$ cat src/hdl/hsv_pkg.sv
// Shared constants, pixel types and sector helpers for the HSV to RGB converter.
`timescale 1ns / 1ps

package hsv_pkg;

    localparam int CHANNEL_BITS = 8;
    localparam int HUE_BITS     = 17;
    localparam int FRAC_BITS    = 8;
    localparam int SEC_BITS     = 3;

    localparam logic [HUE_BITS-1:0] HUE_MAX     = HUE_BITS'(92159);
    localparam int                  SECTOR_SPAN = 60 << FRAC_BITS;
    localparam int                  REM_BITS    = $clog2(SECTOR_SPAN);

    // floor(x / 15) = (x * FRAC_RECIP) >> RECIP_SHIFT for x < 4993
    localparam int                    RECIP_BITS  = 17;
    localparam logic [RECIP_BITS-1:0] FRAC_RECIP  = RECIP_BITS'(69906);
    localparam int                    RECIP_SHIFT = 20;

    localparam logic [SEC_BITS-1:0] SEC_RY = 3'd0;
    localparam logic [SEC_BITS-1:0] SEC_YG = 3'd1;
    localparam logic [SEC_BITS-1:0] SEC_GC = 3'd2;
    localparam logic [SEC_BITS-1:0] SEC_CB = 3'd3;
    localparam logic [SEC_BITS-1:0] SEC_BM = 3'd4;
    localparam logic [SEC_BITS-1:0] SEC_MR = 3'd5;

    typedef struct packed {
        logic [HUE_BITS-1:0]     hue_angle;
        logic [CHANNEL_BITS-1:0] sat_level;
        logic [CHANNEL_BITS-1:0] bright_level;
    } hsv_pixel_t;

    typedef struct packed {
        logic [CHANNEL_BITS-1:0] red_out;
        logic [CHANNEL_BITS-1:0] green_out;
        logic [CHANNEL_BITS-1:0] blue_out;
    } rgb_pixel_t;

    function automatic logic [HUE_BITS-1:0] sector_base(input logic [SEC_BITS-1:0] sec);
        logic [HUE_BITS-1:0] base;
        case (sec)
            SEC_RY:  base = HUE_BITS'(0);
            SEC_YG:  base = HUE_BITS'(SECTOR_SPAN);
            SEC_GC:  base = HUE_BITS'(2 * SECTOR_SPAN);
            SEC_CB:  base = HUE_BITS'(3 * SECTOR_SPAN);
            SEC_BM:  base = HUE_BITS'(4 * SECTOR_SPAN);
            SEC_MR:  base = HUE_BITS'(5 * SECTOR_SPAN);
            default: base = HUE_BITS'(0);
        endcase
        return base;
    endfunction

endpackage

$ cat src/hdl/hsv_rdiv.sv
// Division by 2^CW - 1 for dividends below (2^CW - 1) * 2^CW, with remainder correction.
`timescale 1ns / 1ps

module hsv_rdiv #(
    parameter int CW = hsv_pkg::CHANNEL_BITS
) (
    input  logic [2*CW-1:0] dividend,
    output logic [CW-1:0]   quotient
);

    localparam logic [CW:0] DIV_M  = {1'b0, {CW{1'b1}}};
    localparam logic [CW:0] DIV_M2 = {{CW{1'b1}}, 1'b0};

    logic [CW-1:0] quo_est;
    logic [CW:0]   rem_est;
    logic [CW:0]   quo_fix;

    assign quo_est = dividend[2*CW-1:CW];
    assign rem_est = {1'b0, dividend[CW-1:0]} + {1'b0, quo_est};

    always_comb
    begin
        if (rem_est >= DIV_M2)
        begin
            quo_fix = {1'b0, quo_est} + (CW+1)'(2);
        end
        else if (rem_est >= DIV_M)
        begin
            quo_fix = {1'b0, quo_est} + (CW+1)'(1);
        end
        else
        begin
            quo_fix = {1'b0, quo_est};
        end
    end

    assign quotient = quo_fix[CW-1:0];

endmodule

$ cat src/hdl/hsv_to_rgb_converter_top.sv
// Top level of the HSV to RGB pixel converter: seven-stage stallable pipeline.
`timescale 1ns / 1ps

// Converts one HSV pixel to one RGB pixel per clock unless rgb_stall holds it. Every pixel
// passes seven register stages (clamp and sector, in-sector remainder, fraction and p
// product, s*f terms, q/t products, rounding offsets, divide by channel max and routing).
// Each stage has its own valid bit and advances when the stage ahead is empty or moving,
// so empty stages fill up behind a stalled output; hsv_stall rises only once all seven
// stages hold pixels and rgb_stall is high.
module hsv_to_rgb_converter_top (
    input  logic                clk,
    input  logic                rst_n,
    input  logic                hsv_valid,
    output logic                hsv_stall,
    input  hsv_pkg::hsv_pixel_t hsv_data,
    output logic                rgb_valid,
    input  logic                rgb_stall,
    output hsv_pkg::rgb_pixel_t rgb_data
);

    localparam int C    = hsv_pkg::CHANNEL_BITS;
    localparam int FB   = hsv_pkg::FRAC_BITS;
    localparam int HB   = hsv_pkg::HUE_BITS;
    localparam int SB   = hsv_pkg::SEC_BITS;
    localparam int RB   = hsv_pkg::REM_BITS;
    localparam int DW   = C + FB;
    localparam int NW   = 2 * C + FB;
    localparam int PW   = RB - 2 + hsv_pkg::RECIP_BITS;
    localparam int NST  = 7;

    localparam logic [C-1:0]  CH_MAX   = {C{1'b1}};
    localparam logic [DW-1:0] DEN      = {CH_MAX, {FB{1'b0}}};
    localparam logic [NW-1:0] HALF_DEN = NW'({CH_MAX, {(FB-1){1'b0}}});
    localparam logic [2*C-1:0] HALF_M  = (2*C)'(CH_MAX >> 1);

    logic [NST:1] vld_reg;
    logic [NST:1] vld_next;
    logic [NST:1] en;

    // stage 1
    logic [HB-1:0] hue_cl;
    logic [SB-1:0] sec_next;
    logic [HB-1:0] s1_hue_reg;
    logic [SB-1:0] s1_sec_reg;
    logic [C-1:0]  s1_sat_reg;
    logic [C-1:0]  s1_val_reg;
    // stage 2
    logic [HB-1:0] rem_full;
    logic [RB-1:0] rem_next;
    logic [RB-1:0] s2_rem_reg;
    logic [SB-1:0] s2_sec_reg;
    logic [C-1:0]  s2_sat_reg;
    logic [C-1:0]  s2_val_reg;
    // stage 3
    logic [PW-1:0]  fprod;
    logic [FB-1:0]  frac_next;
    logic [2*C-1:0] pprod_next;
    logic [FB-1:0]  s3_frac_reg;
    logic [2*C-1:0] s3_pprod_reg;
    logic [SB-1:0]  s3_sec_reg;
    logic [C-1:0]   s3_sat_reg;
    logic [C-1:0]   s3_val_reg;
    // stage 4
    logic [FB:0]    frac_cmp;
    logic [DW-1:0]  sf_prod;
    logic [DW-1:0]  sg_prod;
    logic [DW-1:0]  dq_next;
    logic [DW-1:0]  dt_next;
    logic [2*C-1:0] ap_next;
    logic [DW-1:0]  s4_dq_reg;
    logic [DW-1:0]  s4_dt_reg;
    logic [2*C-1:0] s4_ap_reg;
    logic [SB-1:0]  s4_sec_reg;
    logic [C-1:0]   s4_val_reg;
    // stage 5
    logic [NW-1:0]  nq_next;
    logic [NW-1:0]  nt_next;
    logic [NW-1:0]  s5_nq_reg;
    logic [NW-1:0]  s5_nt_reg;
    logic [2*C-1:0] s5_ap_reg;
    logic [SB-1:0]  s5_sec_reg;
    logic [C-1:0]   s5_val_reg;
    // stage 6
    logic [NW-1:0]  aq_sum;
    logic [NW-1:0]  at_sum;
    logic [2*C-1:0] s6_yq_reg;
    logic [2*C-1:0] s6_yt_reg;
    logic [2*C-1:0] s6_yp_reg;
    logic [SB-1:0]  s6_sec_reg;
    logic [C-1:0]   s6_val_reg;
    // stage 7
    logic [C-1:0]        p_val;
    logic [C-1:0]        q_val;
    logic [C-1:0]        t_val;
    hsv_pkg::rgb_pixel_t out_next;
    hsv_pkg::rgb_pixel_t out_reg;

    // stage enables and valid chain
    always_comb
    begin
        en[NST] = !vld_reg[NST] || !rgb_stall;
        for (int k = NST - 1; k >= 1; k--)
        begin
            en[k] = !vld_reg[k] || en[k+1];
        end
        vld_next[1] = en[1] ? hsv_valid : vld_reg[1];
        for (int k = 2; k <= NST; k++)
        begin
            if (en[k])
            begin
                vld_next[k] = vld_reg[k-1];
            end
            else
            begin
                vld_next[k] = vld_reg[k];
            end
        end
    end

    always_ff @(posedge clk or negedge rst_n)
    begin
        if (!rst_n)
        begin
            vld_reg <= '0;
        end
        else
        begin
            vld_reg <= vld_next;
        end
    end

    assign hsv_stall = !en[1];
    assign rgb_valid = vld_reg[NST];
    assign rgb_data  = out_reg;

    // stage 1: clamp hue, find sector
    always_comb
    begin
        hue_cl = (hsv_data.hue_angle > hsv_pkg::HUE_MAX) ? hsv_pkg::HUE_MAX
                                                          : hsv_data.hue_angle;
        if (hue_cl >= hsv_pkg::sector_base(hsv_pkg::SEC_MR))
        begin
            sec_next = hsv_pkg::SEC_MR;
        end
        else if (hue_cl >= hsv_pkg::sector_base(hsv_pkg::SEC_BM))
        begin
            sec_next = hsv_pkg::SEC_BM;
        end
        else if (hue_cl >= hsv_pkg::sector_base(hsv_pkg::SEC_CB))
        begin
            sec_next = hsv_pkg::SEC_CB;
        end
        else if (hue_cl >= hsv_pkg::sector_base(hsv_pkg::SEC_GC))
        begin
            sec_next = hsv_pkg::SEC_GC;
        end
        else if (hue_cl >= hsv_pkg::sector_base(hsv_pkg::SEC_YG))
        begin
            sec_next = hsv_pkg::SEC_YG;
        end
        else
        begin
            sec_next = hsv_pkg::SEC_RY;
        end
    end

    always_ff @(posedge clk)
    begin
        if (en[1])
        begin
            s1_hue_reg <= hue_cl;
            s1_sec_reg <= sec_next;
            s1_sat_reg <= hsv_data.sat_level;
            s1_val_reg <= hsv_data.bright_level;
        end
    end

    // stage 2: remainder inside sector
    assign rem_full = s1_hue_reg - hsv_pkg::sector_base(s1_sec_reg);
    assign rem_next = rem_full[RB-1:0];

    always_ff @(posedge clk)
    begin
        if (en[2])
        begin
            s2_rem_reg <= rem_next;
            s2_sec_reg <= s1_sec_reg;
            s2_sat_reg <= s1_sat_reg;
            s2_val_reg <= s1_val_reg;
        end
    end

    // stage 3: f = floor(rem / 60), p numerator
    assign fprod      = PW'(s2_rem_reg[RB-1:2]) * PW'(hsv_pkg::FRAC_RECIP);
    assign frac_next  = fprod[hsv_pkg::RECIP_SHIFT+FB-1:hsv_pkg::RECIP_SHIFT];
    assign pprod_next = (2*C)'(s2_val_reg) * (2*C)'(CH_MAX - s2_sat_reg);

    always_ff @(posedge clk)
    begin
        if (en[3])
        begin
            s3_frac_reg  <= frac_next;
            s3_pprod_reg <= pprod_next;
            s3_sec_reg   <= s2_sec_reg;
            s3_sat_reg   <= s2_sat_reg;
            s3_val_reg   <= s2_val_reg;
        end
    end

    // stage 4: 256M - s*f, 256M - s*(1-f), p rounding offset
    assign frac_cmp = (FB+1)'(1 << FB) - {1'b0, s3_frac_reg};
    assign sf_prod  = DW'(s3_sat_reg) * DW'(s3_frac_reg);
    assign sg_prod  = DW'(s3_sat_reg) * DW'(frac_cmp);
    assign dq_next  = DEN - sf_prod;
    assign dt_next  = DEN - sg_prod;
    assign ap_next  = s3_pprod_reg + HALF_M;

    always_ff @(posedge clk)
    begin
        if (en[4])
        begin
            s4_dq_reg  <= dq_next;
            s4_dt_reg  <= dt_next;
            s4_ap_reg  <= ap_next;
            s4_sec_reg <= s3_sec_reg;
            s4_val_reg <= s3_val_reg;
        end
    end

    // stage 5: q and t numerators
    assign nq_next = NW'(s4_val_reg) * NW'(s4_dq_reg);
    assign nt_next = NW'(s4_val_reg) * NW'(s4_dt_reg);

    always_ff @(posedge clk)
    begin
        if (en[5])
        begin
            s5_nq_reg  <= nq_next;
            s5_nt_reg  <= nt_next;
            s5_ap_reg  <= s4_ap_reg;
            s5_sec_reg <= s4_sec_reg;
            s5_val_reg <= s4_val_reg;
        end
    end

    // stage 6: add half denominator, drop fraction bits
    assign aq_sum = s5_nq_reg + HALF_DEN;
    assign at_sum = s5_nt_reg + HALF_DEN;

    always_ff @(posedge clk)
    begin
        if (en[6])
        begin
            s6_yq_reg  <= aq_sum[NW-1:FB];
            s6_yt_reg  <= at_sum[NW-1:FB];
            s6_yp_reg  <= s5_ap_reg;
            s6_sec_reg <= s5_sec_reg;
            s6_val_reg <= s5_val_reg;
        end
    end

    // stage 7: divide by channel max, route by sector
    hsv_rdiv #(.CW(C)) u_div_p (.dividend(s6_yp_reg), .quotient(p_val));
    hsv_rdiv #(.CW(C)) u_div_q (.dividend(s6_yq_reg), .quotient(q_val));
    hsv_rdiv #(.CW(C)) u_div_t (.dividend(s6_yt_reg), .quotient(t_val));

    always_comb
    begin
        case (s6_sec_reg)
            hsv_pkg::SEC_RY:
            begin
                out_next.red_out   = s6_val_reg;
                out_next.green_out = t_val;
                out_next.blue_out  = p_val;
            end
            hsv_pkg::SEC_YG:
            begin
                out_next.red_out   = q_val;
                out_next.green_out = s6_val_reg;
                out_next.blue_out  = p_val;
            end
            hsv_pkg::SEC_GC:
            begin
                out_next.red_out   = p_val;
                out_next.green_out = s6_val_reg;
                out_next.blue_out  = t_val;
            end
            hsv_pkg::SEC_CB:
            begin
                out_next.red_out   = p_val;
                out_next.green_out = q_val;
                out_next.blue_out  = s6_val_reg;
            end
            hsv_pkg::SEC_BM:
            begin
                out_next.red_out   = t_val;
                out_next.green_out = p_val;
                out_next.blue_out  = s6_val_reg;
            end
            default:
            begin
                out_next.red_out   = s6_val_reg;
                out_next.green_out = p_val;
                out_next.blue_out  = q_val;
            end
        endcase
    end

    always_ff @(posedge clk)
    begin
        if (en[7])
        begin
            out_reg <= out_next;
        end
    end

endmodule

$ cat config.mk
export PLATFORM = sky130hd
export DESIGN_NAME = hsv_to_rgb_converter_top
export DESIGN_NICKNAME = d
export VERILOG_FILES = /design/src/hdl/hsv_pkg.sv /design/src/hdl/hsv_rdiv.sv /design/src/hdl/hsv_to_rgb_converter_top.sv
export SDC_FILE = /design/constraint.sdc
export NUM_CORES = 1
export LEC_CHECK = 0
export BUFFER_PORTS_ARGS = -buffer_cell sky130_fd_sc_hd__buf_4
export CORE_MARGIN = 5
export CORE_UTILIZATION = 43
export CTS_CLUSTER_SIZE = 24
export DETAILED_ROUTE_END_ITERATION = 8
export GPL_ROUTABILITY_DRIVEN = 0
export HOLD_SLACK_MARGIN = 0.08
export PLACE_DENSITY = 0.7
export RECOVER_POWER = 25
export SETUP_SLACK_MARGIN = 0.15
export SLEW_MARGIN = 20
export SYNTH_ARGS = -nofsm -noshare
export SYNTH_HDL_FRONTEND = slang
export SYNTH_SLANG_ARGS = --single-unit
export TNS_END_PERCENT = 20
$ cat constraint.sdc
create_clock -name clk -period 15.3 [get_ports clk]
set_input_delay 3.06 -clock clk [delete_from_list [all_inputs] [get_ports clk]]
set_output_delay 3.06 -clock clk [all_outputs]
set_load 0.02 [all_outputs]
==> results of run 1 <==
==> routing by layer <==
metal	track usage	up-vias
li1	-	9314
met1	0.210	9259
met2	0.262	394
met3	0.0216	98
met4	0.0465	0
met5	0	-
==> final cells by class <==
type,count,area (µm²)
fillers,6168,35400
multi-input cells,1907,17600
flip-flops and latches,314,9390
inverters,545,2050
well taps,873,1090
clock buffers,46,1010
repair buffers,74,529
clock inverters,22,233
==> worst max-delay path by stage <==
stage	startpoint	slack [ns]	endpoint
floorplan	rgb_stall	7.35	hsv_stall
global placement	rgb_stall	7.83	hsv_stall
detailed placement	rgb_stall	7.79	hsv_stall
CTS	rgb_stall	7.77	hsv_stall
global route	rgb_stall	7.70	hsv_stall
finish	rgb_stall	7.81	hsv_stall
==> cells in the mapped netlist (8+ instances only) <==
master      n  area (µm²)
a211o_1     9        78.8
a211oi_1   13        97.6
a21o_1     17         128
a21oi_1    63         315
a31oi_1    13        81.3
and2_1    239        1500
and3_1     12        75.1
clkbuf_1   53         199
edfxtp_1  307        9220
fa_1      300        6010
ha_1      295        3690
inv_1     544        2040
nand2_1   238         893
nand2b_1   60         375
nand3_1    36         180
nand4_1    12        75.1
nor2_1    134         503
nor2b_1    50         313
nor3_1     34         170
nor3b_1     8        60.1
nor4_1     12        75.1
o21a_1     16         120
o21ai_0    56         280
o22ai_1     9        56.3
or3_1       9        56.3
xnor2_1    96         841
xor2_1     51         447
==> placed cells by master, fill, tap and decap left out, types with 5 or more instances in the layout <==
master,n
ha_1,295
o22ai_1,9
or2_2,7
clkbuf_16,38
nor2b_1,50
nor3_1,34
dfrtp_1,7
nand3b_1,5
o31ai_1,7
and3_1,12
xor2_1,51
inv_1,542
a21o_1,17
nor2_1,134
a211oi_1,13
edfxtp_1,307
o21ai_0,56
nor3b_1,8
clkbuf_1,12
o41a_1,5
or3_1,9
a31oi_1,13
clkinv_2,6
a21oi_1,63
fa_1,300
nand4_1,12
mux2i_1,6
o21a_1,16
xnor2_1,96
a211o_1,9
a21boi_0,5
nand2b_1,60
nand3_1,36
and2_1,237
o211ai_1,6
nor4_1,12
nand2_1,235
buf_4,67
==> logic make-up (layout without fill, tap and decap cells) <==
kind of cell               count (synthesis)  count (layout)
and+or+nand+nor                          871             871
buffers and inverters                    599             687
adders and majority gates                595             595
DFF                                      314             314
AOI/OAI and AO/OA                        287             287
xor gates and xnor gates                 147             147
muxes                                      7               7
==> through the flow <==
| step | hold slack, ns | area (µm²) | setup slack (ns) | cells | utilization |
|---|---|---|---|---|---|
| floorplan | 0.400 | 29200 | 7.35 | 2820 | - |
| global placement | 0.401 | 30600 | 7.83 | 3713 | 0.455 |
| detailed placement | 0.405 | 30600 | 7.79 | 3713 | 0.455 |
| CTS | 0.406 | 31900 | 7.77 | 3781 | 0.474 |
| global route | 0.408 | 31900 | 7.70 | 3781 | 0.474 |
| finish | 0.407 | 31900 | 7.81 | 3781 | 0.474 |
==> flow_summary_export.csv, run 1 <==
group,metric,value,unit
clocking,cts_tree,"yes",
worst_setup_path,crit_buf_inv,4,
grt,grtUsageTotal,0.155,
grt,grt_max_degree,63,
sta,timing.fmax,0.134,GHz
synthesis,synth_flop_cell,"edfxtp_1",
synthesis,synthArstFlopShare,0.0223,
sta,worst_slew_pin_slew,1.69,ns
worst_setup_path,criticalPathCategory,"in -> out",
sta,fin_crit_sh,0.490,
route,vias_per_cell,5.04,
die,dieHeight,271,µm
final_layout,syn2layout_area_growth,9.13,%
worst_setup_path,cp_cell_sequence,"buf_4, and3_1, and3_1, nand4_1, buf_4, inv_1, buf_4",
route,antenna_violating_nets_post_route,0,
synthesis,ys_ff_latch,314,
run_status,outcome,"finished with violations",
grt,antenna_found_initial,0,
die,fp.dieW,271,µm
synthesis,syn-cell-area,0.0292,mm²
clocking,cts_resized,0,
sta,finalSetupViolations,0,
clocking,cts_root_buf,"clkbuf_16",
sta,hold_viol,0,
worst_setup_path,crit_path_start_kind,"primary input",
worst_setup_path,r2r_start,"s4_val_reg[7]",
min_path,worstHoldPathCells,0,
place,port_buffers,60,
worst_setup_path,crit_fanout,33,
synthesis,synthMuxAreaShare,0.00244,
grt,grt_pass1_wl,96800,µm
clocking,clk_latency,0.56,ns
sta,slew_viol_final,165,
sta,setup-tns-final,0,ns
worst_setup_path,critical-path-max-stage-delay,0.38,ns
route,drt-met1-wl,25200,µm
final_layout,antenna_cells,0,
route,met2WireLength,25900,µm
worst_setup_path,cp.arrival,4.43,ns
final_layout,drive_gt1_frac,0.0543,
final_layout,largest_reg_flops,24,
synthesis,synth_area_per_cell,10.4,µm²
sta,max-slew-margin-rel,-0.129,
clocking,htreeDepth,2,
worst_setup_path,crit_slowest_cell,"buf_4",
route,wl_met3,2360,µm
synthesis,yosys.area_share.simple,0.154,
worst_setup_path,cp.depth,7,
min_path,hold_end,"s4_val_reg[3]",
synthesis,synth-edff-count,307,
worst_setup_path,cpLargestDelayFamily,"buffers and inverters",
sta,post-route-min-period,7.49,ns
synthesis,syn-instance-count,2820,
synthesis,synth_top_family_by_area,"adder cells",
clocking,cts_setup_buffers,0,
worst_setup_path,crit_top_cell,"buf_4",
clocking,cts.sinks,314,
grt,grt_overflow,0,
final_layout,fin_nets,3511,
worst_setup_path,worstPathRequired,12.24,ns
clocking,cts_buffers,37,
route,num_vias,19100,
worst_setup_path,reg2reg_depth,19,
route,drc,0,
grt,grt_pass1_vias,19900,
route,drt_iter0_markers,1052,
synthesis,synth_compound_area_frac,0.0683,
die,start_util,0.434,
route,drtPass1Iterations,5,
sta,rsz0062_at_grt,"false",
route,wl,54900,µm
synthesis,yosysWarnings,0,
synthesis,synth-xor-area-share,0.0441,
min_path,hold_path.class,"reg -> reg",
flow_run,drv_cap,5,
synthesis,yosysUniqueCellTypes,80,
synthesis,ys_seq_area_frac,0.322,
clocking,clk_pin_slew_worst_paths,0.06,ns
place,hpwl,42600,µm
route,highest_layer,"met4",
clocking,cts.path.max_buffers,3,
die,placementRows,95,
clocking,hold_buffers,0,
worst_setup_path,cp-end-kind,"output port",
worst_setup_path,r2r_setup_slack,8.82,ns
sta,skew,0.0220,ns
route,routedWlPerCell,14.5,µm
synthesis,synth_fa_ha_area_frac,0.332,
worst_setup_path,r2r-end,"s5_nt_reg[23]",
die,dieArea,0.0732,mm²
synthesis,synth_fp_nets,3452,
min_path,hold_start,"s3_val_reg[3]",
run_status,violations,"capacitance limit, slew limit",
die,core,0.0673,mm²
die,io_pins,63,
Power of run 1 is not shown: default switching activity piles up to over one toggle a cycle in this logic, so the estimate is an artifact.
==> inputs of run 2 (changes only) <==
- clock period: 15.3 -> 7.4 ns (I/O delays scaled with it)
==> flow_summary_export.csv, run 2 (same netlist as run 1, synthesis figures left out) <==
group,metric,value,unit
worst_setup_path,crit_path_start_kind,"flip-flop",
sta,max-slew-margin-rel,-0.0819,
flow_run,drv_cap,1,
worst_setup_path,reg2reg_depth,23,
worst_setup_path,critical-path-max-stage-delay,0.53,ns
min_path,hold_end,"s2_rem_reg[7]",
worst_setup_path,crit_fanout,10,
route,drtPass1Iterations,6,
route,drt_iter0_markers,1143,
clocking,cts_root_buf,"clkbuf_16",
sta,slew_viol_final,33,
route,wl,54600,µm
worst_setup_path,crit_top_cell,"inv_1",
route,antenna_violating_nets_post_route,0,
grt,grtUsageTotal,0.152,
route,routedWlPerCell,14.5,µm
min_path,hold_path.class,"reg -> reg",
run_status,violations,"capacitance limit, slew limit",
sta,timing.fmax,0.168,GHz
clocking,hold_buffers,0,
final_layout,drive_gt1_frac,0.0526,
worst_setup_path,r2r-end,"s4_dt_reg[15]",
route,drc,0,
clocking,htreeDepth,2,
worst_setup_path,cp-end-kind,"flip-flop",
worst_setup_path,criticalPathCategory,"reg -> reg",
place,hpwl,42900,µm
sta,setup-tns-final,0,ns
sta,post-route-min-period,5.96,ns
run_status,outcome,"finished with violations",
die,fp.dieW,271,µm
route,vias_per_cell,5.01,
clocking,clk_pin_slew_worst_paths,0.06,ns
clocking,clk_latency,0.55,ns
final_layout,syn2layout_area_growth,8.94,%
route,num_vias,18900,
sta,worst_slew_pin_slew,1.62,ns
worst_setup_path,cpLargestDelayFamily,"adder cells",
sta,skew,0.0158,ns
die,core,0.0673,mm²
grt,antenna_found_initial,1,
worst_setup_path,crit_slowest_cell,"edfxtp_1",
sta,fin_crit_sh,0.806,
clocking,cts_setup_buffers,0,
clocking,cts_buffers,36,
final_layout,layout_commonest_cell,"inv_1",
worst_setup_path,cp_cell_sequence,"inv_1, ha_1, nand2_1, or3_1, xor2_1, nand2_1, ha_1, inv_1, fa_1, inv_1, fa_1, inv_1, fa_1, inv_1, ha_1, o21ai_0, a21boi_0, o21ai_0, nand2b_1, a21o_1, a41o_1, o41a_1, xnor2_1",
clocking,cts.path.max_buffers,3,
die,dieHeight,271,µm
clocking,cts.sinks,314,
final_layout,nFillCells,6129,
place,port_buffers,60,
sta,rsz0062_at_grt,"false",
worst_setup_path,crit_buf_inv,5,
final_layout,largest_reg_flops,24,
grt,grt_max_degree,59,
min_path,hold_start,"s1_hue_reg[7]",
die,start_util,0.434,
final_layout,final_cell_mix,"inv_1, edfxtp_1, fa_1",
worst_setup_path,cp.depth,23,
grt,grt_overflow,0,
die,dieArea,0.0732,mm²
worst_setup_path,r2r_setup_slack,1.44,ns
grt,grt_pass1_wl,94400,µm
final_layout,antenna_cells,0,
final_layout,fin_nets,3510,
die,io_pins,63,
grt,grt_pass1_vias,19500,
sta,hold_viol,0,
worst_setup_path,worstPathRequired,7.67,ns
clocking,cts_resized,0,
clocking,cts_tree,"yes",
sta,finalSetupViolations,0,
worst_setup_path,r2r_start,"s3_frac_reg[0]",
worst_setup_path,cp.arrival,6.24,ns
die,placementRows,95,
min_path,worstHoldPathCells,0,
## run 2: changes by cell type in the layout (fill, tap and decap cells not counted), sizes merged
cell and change:
clkinvlp +1, clkbuf +12, buf -16, clkinv +1
## run 2: layout make-up
class	count	area, µm²	share of cell area
Multi-Input combinational cell	1907	17600	0.552
Sequential cell	314	9390	0.295
Inverter	545	2050	0.0643
Tap cell	873	1090	0.0343
Clock buffer	42	966	0.0304
Timing Repair Buffer	74	522	0.0164
Clock inverter	24	229	0.00720
## run 2: worst max-delay path by stage
| stage | start | endpoint | slack (ns) |
|---|---|---|---|
| 2_1_floorplan | s3_frac_reg[1] | s4_dt_reg[15] | 1.98 |
| 3_3_place_gp | s3_frac_reg[1] | s4_dt_reg[15] | 1.51 |
| 3_5_place_dp | s3_frac_reg[1] | s4_dt_reg[15] | 1.42 |
| 4_1_cts | s3_frac_reg[1] | s4_dt_reg[15] | 1.38 |
| 5_1_grt | s3_frac_reg[0] | s4_dt_reg[15] | 0.97 |
| 6_report | s3_frac_reg[0] | s4_dt_reg[15] | 1.44 |
## run 2: worst reg2reg max path: stages, from the launching register on
cell and delay [ns]:
edfxtp_1 0.53, inv_1 0.13, ha_1 0.19, nand2_1 0.08, or3_1 0.35, xor2_1 0.50
nand2_1 0.12, ha_1 0.31, inv_1 0.05, fa_1 0.49, inv_1 0.05, fa_1 0.47
inv_1 0.05, fa_1 0.52, inv_1 0.04, ha_1 0.33, o21ai_0 0.14, a21boi_0 0.16
o21ai_0 0.17, nand2b_1 0.10, a21o_1 0.20, a41o_1 0.26, o41a_1 0.32, xnor2_1 0.14
## run 2: per-stage QoR
step / hold WS [ns] / instance area (µm²) / cells / setup slack [ns] / utilization
floorplan: 0.400 / 29200 / 2820 / 1.98 / -
global placement: 0.400 / 30600 / 3713 / 1.51 / 0.455
detailed placement: 0.405 / 30600 / 3713 / 1.42 / 0.455
CTS: 0.413 / 31800 / 3779 / 1.38 / 0.473
global route: 0.421 / 31800 / 3779 / 0.967 / 0.473
finish: 0.409 / 31800 / 3779 / 1.44 / 0.473
## run 2: per-layer routing
layer | vias up | global-route usage | wire [µm]
met1 | 9159 | 0.205 | 25200
met5 | - | 0 | 0
li1 | 9296 | - | -
met4 | 0 | 0.0446 | 1700
met2 | 362 | 0.255 | 25400
met3 | 112 | 0.0234 | 2270
Power of run 2 is left out for the same reason.
==> inputs of run 3 (changes only) <==
- PLACE_DENSITY: 0.7 -> 0.72
- clock period: 7.4 -> 5.1 ns (I/O delays scaled with it)
==> flow_summary_export.csv, run 3 (same netlist as run 1, synthesis figures left out) <==
group,metric,value,unit
run_status,outcome,"completed",
sta,finalSetupViolations,0,
worst_setup_path,critical-path-max-stage-delay,0.55,ns
clocking,clk_pin_slew_worst_paths,0.06,ns
place,hpwl,44600,µm
clocking,cts.sinks,314,
route,routedWlPerCell,14.7,µm
grt,grt_pass1_vias,20100,
clocking,hold_buffers,0,
sta,hold_viol,0,
final_layout,drive_gt1_frac,0.128,
clocking,cts_buffers,36,
clocking,cts_root_buf,"clkbuf_16",
final_layout,multi_input_area,0.0182,mm²
die,dieArea,0.0732,mm²
place,port_buffers,60,
sta,timing.fmax,0.198,GHz
worst_setup_path,criticalPathCategory,"reg -> reg",
grt,grt_max_degree,45,
worst_setup_path,cp-end-kind,"flip-flop",
sta,slew_viol_final,0,
route,drc,0,
sta,skew,0.0212,ns
final_layout,final_cell_mix,"inv_1, edfxtp_1, fa_1",
die,dieHeight,271,µm
die,fp.dieW,271,µm
die,start_util,0.434,
die,placementRows,95,
route,vias_per_cell,5.01,
final_layout,fin_nets,3630,
route,drt_iter0_markers,1162,
sta,worst_slew_pin_slew,1.05,ns
clocking,htreeDepth,2,
flow_run,drv_cap,0,
die,io_pins,63,
worst_setup_path,cp.arrival,5.34,ns
worst_setup_path,crit_fanout,4,
sta,fin_crit_sh,0.990,
final_layout,final_area,0.0335,mm²
final_layout,nFillCells,5895,
route,wl,57400,µm
worst_setup_path,worstPathRequired,5.40,ns
worst_setup_path,cp_cell_sequence,"inv_4, ha_4, nand2_2, or3_4, xor2_4, nand2_1, ha_1, inv_1, fa_1, inv_2, fa_1, inv_2, fa_1, inv_2, ha_4, a21boi_4, o21ai_1, nand2b_1, a21o_1, a41o_1, o41a_1, xnor2_1",
worst_setup_path,crit_slowest_cell,"fa_1",
route,num_vias,19500,
clocking,cts_tree,"yes",
route,drtPass1Iterations,7,
sta,post-route-min-period,5.05,ns
clocking,clk_latency,0.56,ns
grt,grt_pass1_wl,97200,µm
route,antenna_violating_nets_post_route,0,
die,core,0.0673,mm²
final_layout,largest_reg_flops,24,
clocking,cts.path.max_buffers,3,
final_layout,antenna_cells,0,
grt,grt_overflow,0,
grt,grtUsageTotal,0.156,
sta,rsz0062_at_grt,"true",
worst_setup_path,crit_path_start_kind,"flip-flop",
grt,antenna_found_initial,0,
final_layout,syn2layout_area_growth,14.8,%
final_layout,layout_commonest_cell,"inv_1",
sta,max-slew-margin-rel,0.295,
final_layout,seqCellArea,0.00939,mm²
place,place_area,0.0314,mm²
min_path,hold_path.class,"in -> async",
## run 3: final timing paths
kind                           startpoint            end  slack, ns  cells after the start
hold / removal                      rst_n     vld_reg[6]       0.35                      1
setup / recovery           s3_frac_reg[1]  s4_dt_reg[15]       0.05                     22
min in group clk            s1_sat_reg[6]  s2_sat_reg[6]       0.40                      0
max in group asynchronous           rst_n     vld_reg[3]       4.47                      1
setup reg to reg           s3_frac_reg[1]  s4_dt_reg[15]       0.05                     22
hold reg to reg             s1_sat_reg[6]  s2_sat_reg[6]       0.40                      0
## run 3: area by class of cell
cell class | instances | share of cell area
Sequential cell | 314 | 0.280
Clock inverter | 18 | 0.00560
Multi-Input combinational cell | 1907 | 0.544
Timing Repair Buffer | 194 | 0.0474
Clock buffer | 45 | 0.0288
Inverter | 545 | 0.0612
Tap cell | 873 | 0.0326
## run 3: critical path: cells and delay by family (launching register included)
kind / cells / cell delay [ns]
buf+inv: 5 / 0.28
compound gates: 5 / 0.98
fa+ha+maj: 6 / 2.17
flops: 1 / 0.43
simple gates: 4 / 0.59
xor+xnor: 2 / 0.35
## run 3: per-layer routing
layer	global-route usage	share of wire	routed length, µm
met3	0.0213	0.042	2420
met5	0	0	0
met2	0.266	0.48	27400
met1	0.207	0.45	25900
met4	0.0495	0.029	1690
## run 3: repair_timing
item,4_1_cts,5_1_grt
gates cloned,1,1
pin swaps,35,113
resized for setup,36,124
endpoints found under the setup margin,13,27
buffers inserted,9,30
## run 3: per-stage QoR
step	util	cells	setup slack (ns)	TNS [ns]	hold slack (ns)
floorplan	-	2820	0.0502	0	0.400
global placement	0.467	3792	-0.0360	-0.0360	0.401
detailed placement	0.467	3792	-0.0992	-0.254	0.405
CTS	0.488	3865	0.0631	0	0.238
global route	0.498	3896	-0.180	-1.04	0.363
finish	0.498	3896	0.0534	0	0.355
Power of run 3 is left out for the same reason.
